`src/ll1_table_driven_parser_assert.svh`:
```
// assertion helpers used by the parser engine
`ifndef LL1_TABLE_DRIVEN_PARSER_ASSERT_SVH
`define LL1_TABLE_DRIVEN_PARSER_ASSERT_SVH

// same-cycle implication
`define LLP_ASSERT_NOW(lbl, clk, rst, ante, cons) \
   lbl: assert property (@(posedge clk) disable iff (rst) (ante) |-> (cons)) \
      else $error("llp check failed");

// next-cycle implication
`define LLP_ASSERT_NEXT(lbl, clk, rst, ante, cons) \
   lbl: assert property (@(posedge clk) disable iff (rst) (ante) |=> (cons)) \
      else $error("llp check failed");

`endif

```
`src/llp_pkg.sv`:
```
`default_nettype none
package llp_pkg;

   // input opcodes
   localparam logic [2:0] OP_CELL   = 3'd0;
   localparam logic [2:0] OP_BODY   = 3'd1;
   localparam logic [2:0] OP_FOLLOW = 3'd2;
   localparam logic [2:0] OP_START  = 3'd3;
   localparam logic [2:0] OP_TOKEN  = 3'd4;

   // classified command kinds
   localparam logic [2:0] CMD_CELL   = 3'd0;
   localparam logic [2:0] CMD_BODY   = 3'd1;
   localparam logic [2:0] CMD_FOLLOW = 3'd2;
   localparam logic [2:0] CMD_START  = 3'd3;
   localparam logic [2:0] CMD_TOKEN  = 3'd4;
   localparam logic [2:0] CMD_IGNORE = 3'd5;

   // event kinds
   localparam logic [3:0] EV_EXPAND   = 4'd0;
   localparam logic [3:0] EV_MATCH    = 4'd1;
   localparam logic [3:0] EV_EPSILON  = 4'd2;
   localparam logic [3:0] EV_NO_RULE  = 4'd3;
   localparam logic [3:0] EV_MISMATCH = 4'd4;
   localparam logic [3:0] EV_SKIP     = 4'd5;
   localparam logic [3:0] EV_ACCEPT   = 4'd6;
   localparam logic [3:0] EV_REJECT   = 4'd7;
   localparam logic [3:0] EV_OVERFLOW = 4'd8;
   localparam logic [3:0] EV_STEP_LIM = 4'd9;
   localparam logic [3:0] EV_IGNORED  = 4'd10;

   // parse modes
   localparam logic [1:0] MODE_IDLE    = 2'd0;
   localparam logic [1:0] MODE_PARSING = 2'd1;
   localparam logic [1:0] MODE_RECOVER = 2'd2;
   localparam logic [1:0] MODE_DONE    = 2'd3;

   // register indexes
   localparam logic [1:0] REG_START     = 2'd0;
   localparam logic [1:0] REG_FIRST_NT  = 2'd1;
   localparam logic [1:0] REG_END_MARK  = 2'd2;
   localparam logic [1:0] REG_EPSILON   = 2'd3;

   localparam logic [7:0] STACK_DEPTH = 8'd64;
   localparam logic [6:0] STEP_CAP    = 7'd63;
   localparam logic [3:0] MAX_BODY    = 4'd8;

   typedef struct packed {
      logic [2:0] kind;
      logic [5:0] row_symbol;
      logic [5:0] column_symbol;
      logic [6:0] production_index;
      logic [2:0] body_position;
      logic [5:0] body_symbol;
      logic [3:0] body_length;
      logic       entry_valid;
      logic [5:0] token_type;
      logic       token_is_end;
   } cmd_type;

   typedef struct packed {
      logic [5:0] start_symbol;
      logic [5:0] first_nonterminal;
      logic [5:0] end_marker_code;
      logic [5:0] epsilon_code;
   } cfg_type;

endpackage
`default_nettype wire

```
`src/llp_front.sv`:
```
`default_nettype none
module llp_front
   import llp_pkg::*;
(
   input  wire logic        clock,
   input  wire logic        reset,
   input  wire logic        hold,
   input  wire logic        req_tvalid,
   output logic             req_tready,
   // row, column, production, position, body symbol, body length, valid, token
   input  wire logic [39:0] req_tdata,
   // opcode
   input  wire logic [2:0]  req_tuser,
   input  wire logic        req_tlast,
   output cmd_type          cmd,
   output logic             cmd_valid,
   input  wire logic        cmd_pop
);

   cmd_type    q_ff [2];
   logic       wr_ff, wr_in, rd_ff, rd_in;
   logic [1:0] cnt_ff, cnt_in;
   cmd_type    dec;
   logic       push;

   always_comb begin
      dec.row_symbol       = req_tdata[5:0];
      dec.column_symbol    = req_tdata[11:6];
      dec.production_index = req_tdata[18:12];
      dec.body_position    = req_tdata[21:19];
      dec.body_symbol      = req_tdata[27:22];
      dec.body_length      = (req_tdata[31:28] > MAX_BODY) ? MAX_BODY : req_tdata[31:28];
      dec.entry_valid      = req_tdata[32];
      dec.token_type       = req_tdata[38:33];
      dec.token_is_end     = req_tlast;
      unique case (req_tuser)
         OP_CELL:   dec.kind = CMD_CELL;
         OP_BODY:   dec.kind = CMD_BODY;
         OP_FOLLOW: dec.kind = CMD_FOLLOW;
         OP_START:  dec.kind = CMD_START;
         OP_TOKEN:  dec.kind = CMD_TOKEN;
         default:   dec.kind = CMD_IGNORE;
      endcase
   end

   assign req_tready = (cnt_ff != 2'd2) && !hold;
   assign push       = req_tvalid && req_tready;
   assign cmd        = q_ff[rd_ff];
   assign cmd_valid  = cnt_ff != 2'd0;

   always_comb begin
      wr_in  = push ? ~wr_ff : wr_ff;
      rd_in  = cmd_pop ? ~rd_ff : rd_ff;
      cnt_in = cnt_ff + {1'b0, push} - {1'b0, cmd_pop};
   end

   always_ff @(posedge clock) begin
      if (push) q_ff[wr_ff] <= dec;
   end

   always_ff @(posedge clock) begin
      if (reset) begin
         wr_ff  <= 1'b0;
         rd_ff  <= 1'b0;
         cnt_ff <= 2'd0;
      end else begin
         wr_ff  <= wr_in;
         rd_ff  <= rd_in;
         cnt_ff <= cnt_in;
      end
   end

endmodule
`default_nettype wire

```
`config.mk`:
```
export PLATFORM = sky130hd
export DESIGN_NAME = llp_front
export DESIGN_NICKNAME = d
export VERILOG_FILES = /design/src/ll1_table_driven_parser_assert.svh /design/src/llp_pkg.sv /design/src/llp_front.sv
export SDC_FILE = /design/constraint.sdc
export NUM_CORES = 1
export LEC_CHECK = 0
export BUFFER_PORTS_ARGS = -buffer_cell sky130_fd_sc_hd__buf_2
export CAP_MARGIN = 10
export CORE_UTILIZATION = 24
export CTS_BUF_LIST = sky130_fd_sc_hd__clkbuf_4 sky130_fd_sc_hd__clkbuf_8
export DETAILED_ROUTE_END_ITERATION = 16
export PLACE_DENSITY = 0.46
export SLEW_MARGIN = 20
export SYNTH_ARGS = -nofsm -noshare
export SYNTH_HDL_FRONTEND = slang
export SYNTH_SLANG_ARGS = --single-unit
```
`constraint.sdc`:
```
create_clock -name clock -period 2.1 [get_ports clock]
set_input_delay 0.21 -clock clock [delete_from_list [all_inputs] [get_ports clock]]
set_output_delay 0.21 -clock clock [all_outputs]
set_load 0.02 [all_outputs]
```
==> results.json, run 1 <==
{
  "slew-limit-headroom": 0.743,
  "cts_tree": "done",
  "crit_path_start_kind": "flip-flop",
  "ff_latch_area_um2": 2680,
  "path_depth": 3,
  "multi_input_area_um2": 643,
  "crit_path_end_kind": "output port",
  "grt_pass1_vias": 1824,
  "drtIter0Drc": 44,
  "vias_per_cell": 3.92,
  "numCtsBuffers": 9,
  "grt_max_degree": 26,
  "r2r_slack_ns": 0.48,
  "worstMarginPinSlew_ns": 0.386,
  "hpwl_mm": 3.79,
  "syn_area_um2": 3390,
  "finalHoldViolCount": 0,
  "finalMaxSlewViolations": 0,
  "critPathTopFamily": "buffers and inverters",
  "crit_chain": "buf_4 > mux2_2 > buf_2",
  "io_pins": 94,
  "path_max_fanout": 25,
  "critPathSlowestCell": "mux2_2",
  "required_ns": 1.89,
  "cts_root_buffer": "clkbuf_8",
  "layout-drive-gt1-share": 0.505,
  "power_mw": 3.66,
  "powerDensity_nw_per_um2": 823,
  "ys_seq_area_frac": 0.791,
  "core-area_um2": 13800,
  "clock_latency_ns": 0.36,
  "wl_per_cell_um": 12.7,
  "antenna_found_initial": 0,
  "gr-total-overflow": 0,
  "yosysWarningCount": 0,
  "routed_wirelength_mm": 6.03,
  "status": "complete, no violations",
  "reg2reg_depth": 4,
  "fillers": 1355,
  "final_common_cell": "buf_2",
  "clk_pin_slew_worst_paths_ns": 0.08,
  "clock_skew_ns": 0.00668,
  "drtAntennaViolNets": 0,
  "period_minus_slack_ns": 1.79,
  "syn_inst": 166,
  "vias": 1862,
  "dr.pass1.iters": 6,
  "setup.worst_path.end": "cmd[13]",
  "dieWidth_um": 121,
  "fmax_mhz": 558,
  "dieHeight_um": 121,
  "fp.dieArea_um2": 14600,
  "clkSinkCount": 91,
  "max_cap_viol_count": 0,
  "final_nets": 342,
  "cts_resized": 0,
  "avgSynthCellArea_um2": 20.4,
  "power_leakage_nw": 1.64,
  "gr-usage-all-layers": 0.0900,
  "start_util": 0.245,
  "syn_nets": 217,
  "setup_viol": 0,
  "hold_path_class": "in -> reg",
  "clock_path_buffers": 2,
  "ys_ff_latch": 91,
  "diodes": 0,
  "synth.distinct_cells": 22,
  "rsz0062_at_grt": "no",
  "most-common-layout-cells": "buf_2, edfxtp_1, mux2_2, dlygate4sd3_1, clkbuf_8",
  "grt_pass1_wl_mm": 9.30,
  "fin_tns_setup_ns": 0,
  "r2r_start": "cnt_ff[1]$_SDFF_PP0_",
  "worstReg2RegEnd": "q_ff[0][31]$_DFFE_PP_",
  "row_count": 43,
  "worstSetupPathType": "reg -> out",
  "cp_data_arrival_time_ns": 1.58,
  "fin_crit_sh": 0.853,
  "gp_congestion": 0.626,
  "max_stage_delay_ns": 0.39,
  "irDropWorstVdd_v": 0.000240,
  "crit_buf_inv": 2,
  "ctsHtreeMaxLevel": 3,
  "io_buffers": 92,
  "area_growth_pct": 31.1,
  "drcViolationCount": 0
}
## how the worst min path moves through the flow
stage	from	end	slack, ns	cells past startpoint
after global placement	req_tdata[8]	q_ff[0][30]$_DFFE_PP_	0.40	1
after global routing	req_tdata[36]	q_ff[1][4]$_DFFE_PP_	0.009	1
after detailed placement	req_tdata[20]	q_ff[0][19]$_DFFE_PP_	0.40	1
after CTS	req_tdata[36]	q_ff[0][4]$_DFFE_PP_	0.0003	1
final	req_tdata[14]	q_ff[1][23]$_DFFE_PP_	0.04	1
after floorplan	reset	wr_ff$_SDFFE_PP0P_	0.28	1
## synth_stat cells (all sizes together)
cell	count	share of area
and3	1	0.0018
buf	5	0.015
or3	1	0.0018
a21o	1	0.0022
mux2	43	0.14
or2	1	0.0018
dfxtp	5	0.030
clkbuf	2	0.0022
xor2	1	0.0026
nand2	1	0.0011
ha	2	0.0074
nor2b	6	0.013
a21oi	1	0.0015
inv	2	0.0022
xnor2	2	0.0052
nor2	4	0.0044
o21ai	1	0.0015
edfxtp	86	0.76
nand2b	1	0.0018
## per-layer routing
layer	global-route usage	routed length, µm	up-vias
met2	0.131	2700	56
met4	0.0532	148	0
met3	0.0363	372	14
met5	0	0	-
met1	0.112	2810	914
li1	-	-	878
## area by class of cell
type | instances | area share
inverter | 2 | 0.00169
clock inverter | 6 | 0.00535
multi-input combinational | 66 | 0.145
tap | 180 | 0.0507
sequential | 91 | 0.604
timing repair buffer | 121 | 0.166
clock buffer | 9 | 0.0279
## worst register-to-register path, delay by kind of cell, from the launching register on
family                 cells  cell delay [ns]
buffers and inverters      2             0.41
DFF                        1             0.34
and+or+nand+nor            2             0.51
## state kept, by name, summed over array words and instances (netlist names), named ones only
name,cells
cnt_ff,2
wr_ff,1
q_ff,86
rd_ff,1
## cells by family (layout without fill, tap and decap cells)
kind of cell | after synthesis | in the layout | share of synthesized area
multiplexers | 43 | 43 | 0.143
flip-flops | 91 | 91 | 0.791
AO/OA/AOI/OAI | 3 | 3 | 0.00517
adder cells (fa/ha/maj) | 2 | 2 | 0.00738
AND/OR/NAND/NOR | 15 | 15 | 0.0262
XOR/XNOR | 3 | 3 | 0.00775
buffers and inverters | 9 | 138 | 0.0192
## report_power, final
part | switching, mW | internal [mW]
Combinational | 0.325 | 0.254
Clock | 0.550 | 0.401
Sequential | 0.0271 | 2.10
## metrics by stage
| step | cells | hold slack [ns] | setup WS (ns) | util | instance area [µm²] |
|---|---|---|---|---|---|
| 2_1_floorplan | 166 | 0.279 | 0.0570 | - | 3390 |
| 3_3_place_gp | 437 | 0.399 | 0.499 | 0.294 | 4070 |
| 3_5_place_dp | 437 | 0.402 | 0.471 | 0.294 | 4070 |
| 4_1_cts | 475 | 0.000310 | 0.216 | 0.321 | 4440 |
| 5_1_grt | 475 | 0.00889 | 0.208 | 0.321 | 4440 |
| 6_report | 475 | 0.0432 | 0.309 | 0.321 | 4440 |
## repair_timing
action	4_1_cts	5_1_grt
hold buffers	23	0
endpoints found under the hold margin	44	0
setup buffers	0	0
setup endpoints to repair	0	0
(Power assumes the default switching activity.)
==> run 2, diff against run 1 <==
- BUFFER_PORTS_ARGS: -buffer_cell sky130_fd_sc_hd__buf_2 -> -buffer_cell sky130_fd_sc_hd__buf_4
- RECOVER_POWER: default -> 50
==> run 2 against run 1 <==
  * Utilization is 2.2 points higher
  * Non-clock buffer count is 8 higher
  * Final area is 7.0% higher
  * Clock skew is 0.00092 ns lower
  * Global-route usage is 0.40 points higher
  * Critical endpoint is now cmd[15]
  * Largest power group unchanged
==> results.json, run 2 (synthesized netlist as in run 1, its figures left out) <==
{
  "status": "complete, no violations",
  "ctsHtreeMaxLevel": 3,
  "largest_reg_flops": 86,
  "r2r_slack_ns": 0.32,
  "whs_path_depth": 1,
  "slew-limit-headroom": 0.562,
  "reg_top3": "q_ff (86), cnt_ff (2)",
  "setup_ws_ns": 0.298,
  "fin_tns_setup_ns": 0,
  "drcViolationCount": 0,
  "area_growth_pct": 40.2,
  "cts_root_buffer": "clkbuf_8",
  "core-area_um2": 13800,
  "most-common-layout-cells": "edfxtp_1, buf_4, mux2_2, clkbuf_4, dlygate4sd3_1",
  "layout-drive-gt1-share": 0.464,
  "fin_crit_sh": 0.858,
  "wl_per_cell_um": 12.9,
  "dr.pass1.iters": 6,
  "max_cap_viol_count": 0,
  "setup.worst_path.end": "cmd[15]",
  "irDropWorstVdd_v": 0.000341,
  "grt_max_degree": 44,
  "crit_path_start_kind": "flip-flop",
  "final_nets": 350,
  "io_pins": 94,
  "power_leakage_nw": 1.73,
  "io_buffers": 92,
  "numCtsBuffers": 9,
  "hold_path_class": "in -> reg",
  "powerDensity_nw_per_um2": 824,
  "start_util": 0.245,
  "finalHoldViolCount": 0,
  "vias": 1883,
  "dieWidth_um": 121,
  "drtAntennaViolNets": 0,
  "crit_path_end_kind": "output port",
  "r2r_start": "cnt_ff[1]$_SDFF_PP0_",
  "finalMaxSlewViolations": 0,
  "gr-usage-all-layers": 0.0940,
  "antenna_found_initial": 0,
  "worstMarginPinSlew_ns": 0.657,
  "diodes": 0,
  "cts_tree": "done",
  "gr-total-overflow": 0,
  "required_ns": 1.89,
  "clk_pin_slew_worst_paths_ns": 0.08,
  "clkSinkCount": 91,
  "dieHeight_um": 121,
  "period_minus_slack_ns": 1.80,
  "grt_pass1_wl_mm": 9.96,
  "setup_viol": 0,
  "worstReg2RegEnd": "q_ff[1][24]$_DFFE_PP_",
  "clock_skew_ns": 0.00576,
  "routed_wirelength_mm": 6.23,
  "gp_congestion": 0.647,
  "fp.dieArea_um2": 14600,
  "fillers": 1365,
  "grt_pass1_vias": 2011,
  "reg2reg_depth": 4,
  "path_max_fanout": 23,
  "dp_slack_ns": 0.456,
  "final_common_cell": "edfxtp_1",
  "clock_latency_ns": 0.36,
  "clock_path_buffers": 2,
  "rsz0062_at_grt": "no",
  "drtIter0Drc": 67,
  "vias_per_cell": 3.89,
  "cts_resized": 0,
  "top_register": "q_ff",
  "cp_data_arrival_time_ns": 1.59,
  "worstSetupPathType": "reg -> out",
  "hpwl_mm": 3.89,
  "fmax_mhz": 555,
  "row_count": 43
}
==> run 2: cell types whose count changed in the layout (fill, tap and decap cells not counted), sizes merged <==
cell,change
bufinv,+1
dlygate4sd3,+9
clkbuf,+43
buf,-43
inv,-1
==> run 2: timing repair <==
item,4_1_cts,5_1_grt
hold buffers,31,1
setup buffers,0,0
hold endpoints to repair,60,2
==> run 2: routing by layer <==
| metal | share of wire | track usage | vias to the layer above |
|---|---|---|---|
| met5 | 0 | 0 | - |
| met4 | 0.029 | 0.0671 | 0 |
| met3 | 0.053 | 0.0311 | 12 |
| met2 | 0.49 | 0.148 | 54 |
| met1 | 0.43 | 0.107 | 920 |
| li1 | - | - | 897 |
==> run 2: worst min-delay path by stage <==
| stage | slack [ns] | to | start |
|---|---|---|---|
| after floorplan | 0.28 | wr_ff$_SDFFE_PP0P_ | reset |
| after global placement | 0.40 | q_ff[0][35]$_DFFE_PP_ | req_tdata[1] |
| after detailed placement | 0.40 | q_ff[0][31]$_DFFE_PP_ | req_tdata[9] |
| after CTS | 0.0004 | q_ff[1][38]$_DFFE_PP_ | req_tdata[4] |
| after global routing | 0.03 | q_ff[1][38]$_DFFE_PP_ | req_tdata[4] |
| final | 0.06 | q_ff[1][38]$_DFFE_PP_ | req_tdata[4] |
==> run 2: through the flow <==
stage	util	hold WS [ns]	area [µm²]	cells	power [mW]
floorplan	-	0.279	3390	166	2.53
global placement	0.311	0.396	4300	436	2.81
detailed placement	0.311	0.399	4300	436	2.81
CTS	0.347	0.000416	4800	483	4.03
global route	0.344	0.0302	4750	484	4.11
finish	0.344	0.0561	4750	484	3.92
==> run 2: critical path, stage by stage (launching register included) <==
cell and delay, ns:
dfxtp_2 0.33, buf_4 0.34, mux2_2 0.39, buf_4 0.16
==> run 2: report_power, final <==
group          internal, mW  switching (mW)
Sequential             2.10          0.0248
Combinational         0.319           0.334
Clock                 0.553           0.588
Total                  2.97           0.946
==> run 2: layout make-up <==
type                            count  area, µm²  share of cell area
Sequential cell                    91       2680               0.565
Multi-Input combinational cell     66        636               0.134
Timing Repair Buffer              129       1010               0.213
Tap cell                          180        225              0.0474
Inverter                            2       7.51             0.00158
Clock inverter                      6       56.3              0.0118
Clock buffer                       10        131              0.0276
